<file path="config.mk">
export PLATFORM = sky130hd
export DESIGN_NAME = ptvc_cell
export DESIGN_NICKNAME = d
export VERILOG_FILES = /design/src/ptvc_pkg.sv /design/src/ptvc_cell.sv
export SDC_FILE = /design/constraint.sdc
export NUM_CORES = 1
export LEC_CHECK = 0
export ABC_AREA = 1
export BUFFER_PORTS_ARGS = -buffer_cell sky130_fd_sc_hd__buf_2
export CORE_ASPECT_RATIO = 1.2
export CORE_MARGIN = 1
export CORE_UTILIZATION = 53
export CTS_CLUSTER_DIAMETER = 60
export DETAILED_ROUTE_END_ITERATION = 8
export PLACE_DENSITY = 0.91
export SETUP_SLACK_MARGIN = 0.5
export SYNTH_ARGS = -nofsm -noshare
export SYNTH_HDL_FRONTEND = slang
export SYNTH_SLANG_ARGS = --single-unit
</file>
<file path="constraint.sdc">
create_clock -name clk -period 1.8 [get_ports clk]
set_input_delay 0.18 -clock clk [delete_from_list [all_inputs] [get_ports clk]]
set_output_delay 0.18 -clock clk [all_outputs]
set_load 0.02 [all_outputs]
</file>
<file path="src/ptvc_pkg.sv">
// ---------------------------------------------------------------------------
// ptvc_pkg: shared types and codes of the post-transform vertex cache
// Operation codes, result status codes and the control bundle that the
// sequencer broadcasts to every cell of the line chain.
// ---------------------------------------------------------------------------
package ptvc_pkg;

    localparam logic [2:0] OP_LOOKUP  = 3'd0;
    localparam logic [2:0] OP_RELEASE = 3'd1;
    localparam logic [2:0] OP_CONFIRM = 3'd2;
    localparam logic [2:0] OP_CANCEL  = 3'd3;
    localparam logic [2:0] OP_START   = 3'd4;

    localparam logic [1:0] ST_OK      = 2'd0;
    localparam logic [1:0] ST_NO_FREE = 2'd1;
    localparam logic [1:0] ST_FULL    = 2'd2;

    typedef struct packed {
        logic clear;        // start: back to the reset contents
        logic pop;          // free queue moves up one slot
        logic alloc;        // selected line takes the query tags
        logic release_line; // selected line invalid and pending
        logic cancel;       // selected pending line valid again
        logic confirm_clr;  // selected line loses its pending mark
        logic append;       // tail slot takes the key line
        logic scan_tag;     // token compares tags, else free-queue slots
        logic shift;        // free scan closes the gap behind a match
    } ctrl_t;

endpackage

</file>
<file path="src/ptvc_cell.sv">
// ---------------------------------------------------------------------------
// ptvc_cell: one cell of the vertex cache chain
// Holds the tags and flags of one line and one slot of the free queue, and
// passes the scan token with its carry to the next cell.
// ---------------------------------------------------------------------------
module ptvc_cell #(
    parameter int LW  = 5,
    parameter int IDX = 0
) (
    input  logic             clk,
    input  logic             rst_n,
    input  ptvc_pkg::ctrl_t  ctrl,
    input  logic             sel_line,
    input  logic             sel_tail,
    input  logic [31:0]      vertex_index,
    input  logic [31:0]      instance_id,
    input  logic [LW-1:0]    key,
    input  logic [LW:0]      count,
    input  logic [LW-1:0]    next_slot,
    output logic [LW-1:0]    slot,
    output logic             pending,
    input  logic             tok_in,
    input  logic             found_in,
    input  logic [LW-1:0]    idx_in,
    output logic             tok_out,
    output logic             found_out,
    output logic [LW-1:0]    idx_out
);

    logic [31:0]   tag_v_reg;
    logic [31:0]   tag_i_reg;
    logic          valid_reg;
    logic          pend_reg;
    logic [LW-1:0] slot_reg;
    logic          tok_reg;
    logic          found_reg;
    logic [LW-1:0] idx_reg;
    logic          hit_here;
    logic          found_now;

    always_comb
    begin
        if (ctrl.scan_tag)
        begin
            hit_here = valid_reg && (tag_v_reg == vertex_index) && (tag_i_reg == instance_id);
        end
        else
        begin
            hit_here = ((LW+1)'(IDX) < count) && (slot_reg == key);
        end
        found_now = found_in | hit_here;
    end

    always_ff @(posedge clk or negedge rst_n)
    begin
        if (!rst_n)
        begin
            tag_v_reg <= '0;
            tag_i_reg <= '0;
            valid_reg <= 1'b0;
            pend_reg  <= 1'b0;
            slot_reg  <= LW'(IDX);
            tok_reg   <= 1'b0;
            found_reg <= 1'b0;
            idx_reg   <= '0;
        end
        else
        begin
            tok_reg   <= tok_in;
            found_reg <= found_now;
            idx_reg   <= found_in ? idx_in : LW'(IDX);
            if (ctrl.clear)
            begin
                tag_v_reg <= '0;
                tag_i_reg <= '0;
                valid_reg <= 1'b0;
                pend_reg  <= 1'b0;
                slot_reg  <= LW'(IDX);
            end
            else
            begin
                if (ctrl.alloc && sel_line)
                begin
                    tag_v_reg <= vertex_index;
                    tag_i_reg <= instance_id;
                    valid_reg <= 1'b1;
                end
                else if (ctrl.release_line && sel_line)
                begin
                    valid_reg <= 1'b0;
                end
                else if (ctrl.cancel && sel_line && pend_reg)
                begin
                    valid_reg <= 1'b1;
                end
                if (ctrl.release_line && sel_line)
                begin
                    pend_reg <= 1'b1;
                end
                else if ((ctrl.cancel || ctrl.confirm_clr) && sel_line)
                begin
                    pend_reg <= 1'b0;
                end
                // The shift wave runs one cell per cycle, so the neighbor
                // still holds its old slot when this cell copies it.
                if (ctrl.pop || (tok_in && ctrl.shift && found_now))
                begin
                    slot_reg <= next_slot;
                end
                else if (ctrl.append && sel_tail)
                begin
                    slot_reg <= key;
                end
            end
        end
    end

    assign slot      = slot_reg;
    assign pending   = pend_reg;
    assign tok_out   = tok_reg;
    assign found_out = found_reg;
    assign idx_out   = idx_reg;

endmodule

</file>
==> results of run 1 <==
==> layout make-up <==
cell class,count,share of cell area (%)
well taps,90,2.18
multi-input cells,358,32.9
clock inverters,5,1.46
inverters,126,9.27
repair buffers,124,13.7
flip-flops and latches,78,37.9
clock buffers,10,2.48
==> routing by layer <==
metal  global-route usage [%]  part of all wire, %  wire length [µm]  vias to the layer above
li1                         -                    -                 -                     2039
met1                     29.5                   41              4130                     1872
met2                     47.9                   53              5360                      115
met3                     5.09                  4.8               484                       17
met4                     10.9                  2.0               206                        0
met5                        0                    0                 0                        -
==> logic make-up (layout without fill, tap and decap cells) <==
| group | count (synthesis) | count (layout) |
|---|---|---|
| simple gates | 267 | 267 |
| xor+xnor | 10 | 10 |
| compound gates | 81 | 81 |
| buf+inv | 140 | 265 |
| flops | 78 | 78 |
==> cell usage after synthesis (2+ instances only) <==
cell type	number	share of area (%)
inv_1	109	9.9
xor2_1	4	0.84
a21oi_1	12	1.4
nand4_1	10	1.5
nand3_1	26	3.1
xnor2_1	6	1.3
inv_2	15	1.4
buf_2	8	0.97
o21ai_0	9	1.1
nand2_4	2	0.54
clkbuf_1	6	0.54
dfrtp_1	78	47
o22ai_1	54	8.1
nor2_1	34	3.1
nand2_1	189	17
a31oi_1	2	0.30
nand3b_1	2	0.36
o21ai_1	4	0.48
==> layout by cell type (no fill, tap or decap), drive strengths merged <==
cell	synthesis	final
a21oi	12	12
a31oi	2	2
buf	8	122
bufinv	0	2
clkbuf	6	10
clkinv	2	4
dfrtp	78	78
dlygate4sd3	0	2
inv	124	125
nand2	192	192
nand3	27	27
nand3b	2	2
nand4	10	10
nor2	35	35
nor4	1	1
o21ai	13	13
o22ai	54	54
xnor2	6	6
xor2	4	4
==> repair_timing <==
item | in CTS | in global routing
buffers inserted | 1 | 0
hold buffers | 2 | 0
setup endpoints to repair | 6 | 6
hold endpoints to repair | 35 | 0
pin swaps | 13 | 13
gates resized for setup | 4 | 9
==> critical path: stages (launching register included) <==
cell and delay [ns]:
dfrtp_1 0.38, inv_2 0.05, nand2_1 0.05, nand2_1 0.07
nor2_2 0.13, nand2_1 0.07, nor2_1 0.11, nand2_1 0.08
nor2_2 0.09, nand3_1 0.10, nand2_2 0.10, nand2_4 0.10
nand2_8 0.10, nand2_2 0.05, nand2_1 0.07, nand2_2 0.05
nand2_1 0.05
==> path summary, 6_finish.rpt <==
check | start | to | slack (ns) | cells after the start
setup / recovery | tag_v_reg[12]$_DFFE_PN0P_ | slot[3]$_DFFE_PN0P_ | 0.09 | 16
hold / removal | idx_in[2] | idx_out[2]$_DFF_PN0_ | 0.02 | 3
min in group asynchronous | rst_n | tag_i_reg[30]$_DFFE_PN0P_ | 0.33 | 2
hold reg to reg | tag_v_reg[30]$_DFFE_PN0P_ | tag_v_reg[30]$_DFFE_PN0P_ | 0.55 | 2
setup reg to reg | tag_v_reg[12]$_DFFE_PN0P_ | slot[3]$_DFFE_PN0P_ | 0.09 | 16
max in group asynchronous | rst_n | slot[2]$_DFFE_PN0P_ | 0.86 | 3
==> power by group <==
| part | internal, mW | switching, mW | leakage, nW | total, mW |
|---|---|---|---|---|
| combinational | 0.277 | 0.404 | 1.71 | 0.681 |
| sequential | 1.84 | 0.0538 | 1.04 | 1.90 |
| clock | 0.767 | 0.607 | 0.106 | 1.37 |
| total | 2.89 | 1.07 | 2.86 | 3.95 |
==> run metrics, run 1 <==
status finished clean; clock buffer count from CTS 9; post-synthesis mux area share 0%; antenna-violating nets left 0; Final #Nets 797; # setup viols final 0; Worst-Skew Late Latency 0.35 ns; cells after synthesis 576; Final Power 3.95 mW; fin util 69.6%; Die X-Extent 82.8 µm; number of global-route vias before repair 4103; Filler cells 615; FMAX 584 MHz; Placer Congestion 0.857; setup ws final 0.0875 ns; root buf cell clkbuf_8; synthesis-stage register bit count 78; via/cell ratio 5.11; Rows 34; Synth Flop Type dfrtp_1; max_cap viols 0; post-route cell area 5150 µm²; final max-slew violation count 0; post-synthesis xor/xnor area fraction 2.11%; adder-cell share of the synthesized area 0%; critical path arrival 1.99 ns; min Tclk post-route 1.71 ns; power per cell area 766 nW/µm²; port bufs 112; Crit Path Class flip-flop to flip-flop; ant diodes 0; pre-CTS WS 0.128 ns; final hold viol count 0; hpwl dp 7.52 mm; largest net degree at the start of global routing 56; # clock sinks 78; H-tree levels 3; first-pass GRT wire length 16.7 mm; Peak VDD IR 0.000545 V; Hold Slack 0.0247 ns; Setup Skew 0.00854 ns; syn_area_per_cell 7.20 µm²; Reg clk slew, reported paths 0.07 ns; Yosys Warn Count 0; LEAKAGE 2.86 nW; Global Route Usage Sum 26.5%; min-delay worst type primary input to flip-flop; Slew @ Worst Pin 0.472 ns; nature of the critical path endpoint flip-flop; antenna violations before repair 0; Wirelength per Cell 12.9 µm; syn nets 676; Distinct cells, synth 24; total grt overflow 0; layout cell share with drive strength beyond 1 24.7%; CORE AREA 7400 µm²; sequential share of the synthesized area 47.1%; die height 98.9 µm; setup TNS 0 ns; I/O Pins 113; die area 8180 µm²; number of DRC markers in iteration 0 214; Final period util 95.1%; Finished Layout Cells 791; initial core utilization 56.0%; Max Root-Sink Buffers 2; Storage cell area 1960 µm²; Post-synth EDFFs 0; Critical Path RT 2.08 ns; Post-Synth Simple-Gate Area 26.4%; number of remaining DRC errors 0; async set-or-reset flop fraction in the synthesized netlist 100%; RSZ-0062 raised after global routing yes; dpl cells 773; Synth-to-Final Area Change 24.3%; Max-Slew Margin vs Limit 68.6%; main combinational cell family by area after synthesis simple AND/OR/NAND/NOR gates; DR vias 4043; Post-Route WL 10.2 mm; compound-gate portion of the synthesized area 11.5%; Max FO, Critical Path 7; TritonCTS clock tree yes; TritonRoute pass-1 iters 4; Multi-input gate area 1700 µm²; Synth Cell Area 4150 µm²; DP Area 4890 µm²; CP startpoint kind flip-flop
Power figures use the tool's default switching activity.
==> inputs of run 2 (changes only) <==
ABC_AREA = 0   (was 1)
CORE_UTILIZATION = 52   (was 53)
PLACE_DENSITY = 0.9   (was 0.91)
==> run 2 against run 1 <==
  * The run now ends with negative setup slack left
  * Routed wire length is 6.8% lower
  * Critical path depth is 10 lower
  * Sequential power hardly changed
  * Clock-buffer cell count is 1 higher
  * Total power is 2.3% higher
  * Final area is 3.2% lower
  * Non-clock buffer count is 21 higher
  * Clock power is 11% higher
  * Synthesized cell count is 41% lower
  * Register-to-register slack worse by 0.44 ns
  * Core utilization is 1.9 points higher
==> run metrics, run 2 <==
Max-Slew Margin vs Limit 55.6% (-13 points); Wirelength per Cell 16.6 µm (+29%); Peak VDD IR 0.000615 V (+13%); min-delay worst type primary input to flip-flop; async set-or-reset flop fraction in the synthesized netlist 100% (unchanged); share of the synthesized area in the top cell type 51.1% (+4.1 points); synth cell count leaders 78 x dfrtp_1, 63 x a22o_1, 32 x xnor2_1; Worst-Skew Late Latency 0.35 ns (about the same); Synth Flop Type dfrtp_1; port bufs 112 (unchanged); number of DRC markers in iteration 0 213 (-0.47%); Synth Cell Area 3820 µm² (-7.9%); max_cap viols 0 (unchanged); most frequent cells in the layout 111 x buf_2, 78 x dfrtp_1, 63 x a22o_1; Final #Nets 580 (-27%); Global Route Usage Sum 25.8% (-0.69 points); count leader, synth dfrtp_1; nature of the critical path endpoint flip-flop; antenna violations before repair 0 (unchanged); dpl cells 552 (-29%); LEAKAGE 2.45 nW (-14%); final hold viol count 0 (unchanged); synthesis-stage register bit count 78 (unchanged); Placer Congestion 0.777 (-9.4%); fin util 71.5% (+1.9 points); initial core utilization 54.7% (-1.3 points); # setup viols final 6 (+6); status complete, but fails checks; setup ws final -0.356 ns (-0.444 ns); largest net degree at the start of global routing 65 (+16%); setup TNS -1.77 ns (-1.77 ns); ant diodes 0 (unchanged); hpwl dp 6.64 mm (-12%); Distinct cells, synth 35 (+46%); I/O Pins 113 (unchanged); r2r worst-path depth 6 (-10); number of remaining DRC errors 0 (unchanged); first-pass GRT wire length 15.0 mm (-10%); Max Root-Sink Buffers 2 (unchanged); TritonCTS clock tree yes; Critical Path RT 2.03 ns (-0.05 ns); commonest non-fill, non-tap cell in the layout buf_2; Setup Skew 0.00944 ns (+0.000900 ns); Post-Route WL 9.48 mm (-6.8%); failing checks negative setup slack; cells after synthesis 340 (-41%); Max FO, Critical Path 7 (unchanged); H-tree levels 3 (unchanged); CP startpoint kind flip-flop; Reg clk slew, reported paths 0.09 ns (+0.02 ns); FMAX 464 MHz (-21%); Final period util 120% (+25 points); final max-slew violation count 0 (unchanged); Yosys Warn Count 0 (unchanged); sequential share of the synthesized area 51.1% (+4.1 points); Hold Path Cell Cnt 2 (-1); DR vias 3258 (-19%); Slew @ Worst Pin 0.666 ns (+0.194 ns); number of global-route vias before repair 3277 (-20%); die area 7690 µm² (-6.0%); die height 95.9 µm (-3.1%); power per cell area 809 nW/µm² (+5.6%); total grt overflow 0 (unchanged); Synth-to-Final Area Change 30.7%; Hold Slack 0.0462 ns (+0.0215 ns); Crit Path Class flip-flop to flip-flop; CORE AREA 6980 µm² (-5.7%); root buf cell clkbuf_8; critical path arrival 2.39 ns (+0.40 ns); Post-synth EDFFs 0 (unchanged); Die X-Extent 80.2 µm (-3.1%); layout cell share with drive strength beyond 1 35.7% (+11 points); Synth area leader dfrtp_1; syn_area_per_cell 11.2 µm² (+56%); clock buffer count from CTS 9 (unchanged); # clock sinks 78 (unchanged); synth top area cells dfrtp_1 51%, a22o_1 14%, xnor2_1 7.3%, xor2_1 3.9%, nor2b_1 2.0%; Rows 33 (-2.9%); RSZ-0062 raised after global routing yes; Reg2Reg Setup Slack -0.36 ns (-0.44 ns); antenna-violating nets left 0 (unchanged); TritonRoute pass-1 iters 5 (+1); via/cell ratio 5.70 (+11%); min Tclk post-route 2.16 ns (+0.444 ns); Finished Layout Cells 572 (-28%); syn nets 440 (-35%)
run 2: power breakdown:
part | switching [mW] | internal [mW]
Combinational | 0.321 | 0.309
Sequential | 0.0587 | 1.84
Clock | 0.658 | 0.857
Total | 1.04 | 3.00
run 2: cells by family (layout without fill, tap and decap cells):
group | Yosys count | in the layout | synth area share, %
AOI/OAI and AO/OA | 102 | 102 | 21.9
buffers and inverters | 34 | 179 | 3.54
xor gates and xnor gates | 49 | 49 | 11.2
DFF | 78 | 78 | 51.1
and+or+nand+nor | 77 | 77 | 12.2
run 2: final timing paths:
| check | start | to |
|---|---|---|
| hold / removal | idx_in[4] | idx_out[4]$_DFF_PN0_ |
| min in group asynchronous | rst_n | tag_v_reg[28]$_DFFE_PN0P_ |
| max in group asynchronous | rst_n | tag_v_reg[19]$_DFFE_PN0P_ |
| setup reg to reg | tag_i_reg[23]$_DFFE_PN0P_ | slot[4]$_DFFE_PN0P_ |
| hold reg to reg | tag_i_reg[5]$_DFFE_PN0P_ | tag_i_reg[5]$_DFFE_PN0P_ |
| setup / recovery | tag_i_reg[23]$_DFFE_PN0P_ | slot[4]$_DFFE_PN0P_ |
run 2: stage by stage:
step | power (mW) | setup slack, ns | cell area [µm²]
2_1_floorplan | 2.22 | -0.199 | 3830
3_3_place_gp | 2.51 | -0.450 | 4690
3_5_place_dp | 2.54 | -0.519 | 4690
4_1_cts | 4.05 | -0.345 | 4970
5_1_grt | 4.18 | -0.411 | 4990
6_report | 4.04 | -0.356 | 4990
run 2: repair_timing:
item	4_1_cts	5_1_grt
gates resized for setup	4	3
endpoints found under the hold margin	37	0
buffers inserted	2	0
setup endpoints to repair	6	6
pin swaps	16	4
hold buffers	2	0
run 2: cell type report:
cell class / instances / area, µm²
clock buffer: 11 / 151
clock inverter: 5 / 81.3
fill: 491 / 1990
inverter: 18 / 67.6
multi-input combinational: 228 / 1790
sequential: 78 / 1950
tap: 87 / 109
timing repair buffer: 145 / 841
run 2: routing by layer:
layer	track usage [%]	up-vias	part of all wire, %
met3	5.12	15	6.9
li1	-	1533	-
met1	31.8	1589	41
met2	44.3	121	50
met5	0	-	0
met4	10.7	0	1.9
run 2: worst max-delay path, cell delays in order (launching register included):
cell,delay (ns)
dfrtp_1,0.41
inv_2,0.08
o22ai_2,0.05
or4_1,0.52
or4_4,0.57
nor3b_4,0.32
o21ai_1,0.11
==> inputs of run 3 (changes only) <==
PLACE_DENSITY = unset   (was 0.9)
PLACE_DENSITY_LB_ADDON = 0.15   (was unset)
==> run 3 against run 2 <==
  * Non-clock buffer count is 4 higher
  * Clock skew up 0.0016 ns
  * Routed wire length is 0.14% lower
  * Final area rose by 0.85%
  * Clock-buffer cell count did not move
  * Clock power fell by 4%
  * First-iteration DRC count is 47% lower
  * Via count unchanged
  * The run still ends with negative setup slack left
  * Critical path depth did not move
  * Final cell count up 1.2%
  * Sequential power is essentially flat
==> run metrics, run 3 (synthesized netlist as in run 2, its figures left out) <==
Slew @ Worst Pin 0.996 ns (+0.330 ns); number of global-route vias before repair 3315 (+1.2%); total grt overflow 0 (unchanged); LEAKAGE 2.46 nW (+0.48%); Worst-Skew Late Latency 0.35 ns (about the same); DP Area 4720 µm² (+0.53%); post-route cell area 5030 µm² (+0.85%); fin util 72.1% (+0.61 points); final hold viol count 0 (unchanged); Worst Min Path Start idx_in[2]; initial core utilization 54.7% (unchanged); failing checks negative setup slack; Crit Path Class flip-flop to flip-flop; Wirelength per Cell 16.4 µm (-1.3%); Max-Slew Margin vs Limit 33.6% (-22 points); Post-Route WL 9.47 mm (-0.14%); min Tclk post-route 2.10 ns (-0.0514 ns); TritonCTS clock tree yes; via/cell ratio 5.63 (-1.2%); root buf cell clkbuf_8; Setup Skew 0.0111 ns (+0.00164 ns); Critical R2R Launch tag_v_reg[4]$_DFFE_PN0P_; antenna violations before repair 0 (unchanged); antenna-violating nets left 0 (unchanged); DR vias 3258 (unchanged); highest metal used met4; Die X-Extent 80.2 µm (unchanged); status complete, but fails checks; critical path arrival 2.33 ns (-0.06 ns); ant diodes 0 (unchanged); routed wl met3 468 µm (-28%); Rows 33 (unchanged); Critical Path RT 2.03 ns (about the same); die area 7690 µm² (unchanged); port bufs 112 (unchanged); wire length on met2 4.77 mm (-0.48%); commonest non-fill, non-tap cell in the layout buf_2; end of the worst hold path idx_out[2]$_DFF_PN0_; # setup viols final 6 (unchanged); FMAX 475 MHz (+2.4%); final max-slew violation count 0 (unchanged); layout cell share with drive strength beyond 1 36.4% (+0.71 points); Reg2Reg Setup Slack -0.30 ns (+0.05 ns); Final #Nets 587 (+1.2%); power per cell area 795 nW/µm² (-1.8%); max_cap viols 0 (unchanged); met1 WL 4.07 mm (+5.4%); Synth-to-Final Area Change 31.8%; r2r worst-path depth 6 (unchanged); RSZ-0062 raised after global routing yes; I/O Pins 113 (unchanged); number of DRC markers in iteration 0 113 (-47%); CP startpoint kind flip-flop; most frequent cells in the layout 111 x buf_2, 78 x dfrtp_1, 63 x a22o_1; number of remaining DRC errors 0 (unchanged); first-pass GRT wire length 15.1 mm (+0.97%); Global Route Usage Sum 26.4% (+0.54 points); TritonRoute pass-1 iters 4 (-1); die height 95.9 µm (unchanged); CORE AREA 6980 µm² (unchanged); clock buffer count from CTS 9 (unchanged); # clock sinks 78 (unchanged); Max FO, Critical Path 7 (unchanged); nature of the critical path endpoint flip-flop; H-tree levels 3 (unchanged); min-delay worst type primary input to flip-flop; Worst R2R End slot[3]$_DFFE_PN0P_; Reg clk slew, reported paths 0.09 ns (about the same); Max Root-Sink Buffers 2 (unchanged); Placer Congestion 0.726 (-6.6%); largest net degree at the start of global routing 79 (+22%); Hold Path Cell Cnt 2 (unchanged); Peak VDD IR 0.000641 V (+4.3%); setup ws final -0.305 ns (+0.0514 ns); Final period util 117% (-2.9 points); hpwl dp 6.25 mm (-5.9%)
[run 3: how the worst max path moves through the flow]
stage	start	end	slack [ns]	depth (start not counted)
3_5_place_dp	tag_i_reg[28]$_DFFE_PN0P_	slot[1]$_DFFE_PN0P_	-0.52	6
4_1_cts	tag_i_reg[23]$_DFFE_PN0P_	slot[3]$_DFFE_PN0P_	-0.32	6
3_3_place_gp	tag_v_reg[31]$_DFFE_PN0P_	slot[4]$_DFFE_PN0P_	-0.49	6
6_report	tag_v_reg[4]$_DFFE_PN0P_	slot[3]$_DFFE_PN0P_	-0.30	6
5_1_grt	tag_v_reg[4]$_DFFE_PN0P_	slot[3]$_DFFE_PN0P_	-0.41	6
2_1_floorplan	tag_i_reg[28]$_DFFE_PN0P_	slot[0]$_DFFE_PN0P_	-0.20	7
[run 3: power breakdown]
part / switching (mW) / total (mW) / internal [mW]
logic: 0.329 / 0.642 / 0.313
registers: 0.0568 / 1.89 / 1.84
clock network: 0.642 / 1.46 / 0.822
total: 1.03 / 4.00 / 2.97
[run 3: final cells by class]
class                           instances  area [µm²]
Clock inverter                          5        81.3
Inverter                               18        67.6
Tap cell                               87         109
Clock buffer                           11         141
Timing Repair Buffer                  149         858
Sequential cell                        78        1950
Multi-Input combinational cell        231        1820
Fill cell                             543        1940
[run 3: routing by layer]
metal / vias up / global-route usage, %
met2: 108 / 46.9
met4: 0 / 11.2
met3: 15 / 4.55
met5: - / 0
met1: 1583 / 31.4
li1: 1552 / -
[run 3: what timing repair did]
| item | in CTS | in global routing |
|---|---|---|
| endpoints found under the hold margin | 79 | 0 |
| hold buffers | 2 | 0 |
| resized for setup | 5 | 3 |
| setup buffers | 1 | 0 |
| cloned | 2 | 1 |
| setup endpoints to repair | 35 | 26 |
| pin swaps | 16 | 4 |
[run 3: critical path, cell delays in order, from the launching register on]
cell and delay [ns]:
dfrtp_1 0.38, inv_1 0.07, o22ai_2 0.07, or4_1 0.51, or4_4 0.56, nor3b_4 0.30
o21ai_1 0.09
[run 3: metrics by stage]
stage	cells	hold WS [ns]	power, mW	setup TNS [ns]	setup slack (ns)
2_1_floorplan	340	-0.116	2.22	-0.996	-0.199
3_3_place_gp	557	0.237	2.52	-2.64	-0.486
3_5_place_dp	557	0.238	2.54	-2.84	-0.524
4_1_cts	578	0.0388	4.02	-1.63	-0.320
5_1_grt	579	0.0400	4.16	-2.10	-0.412
6_report	579	0.0413	4.00	-1.49	-0.305
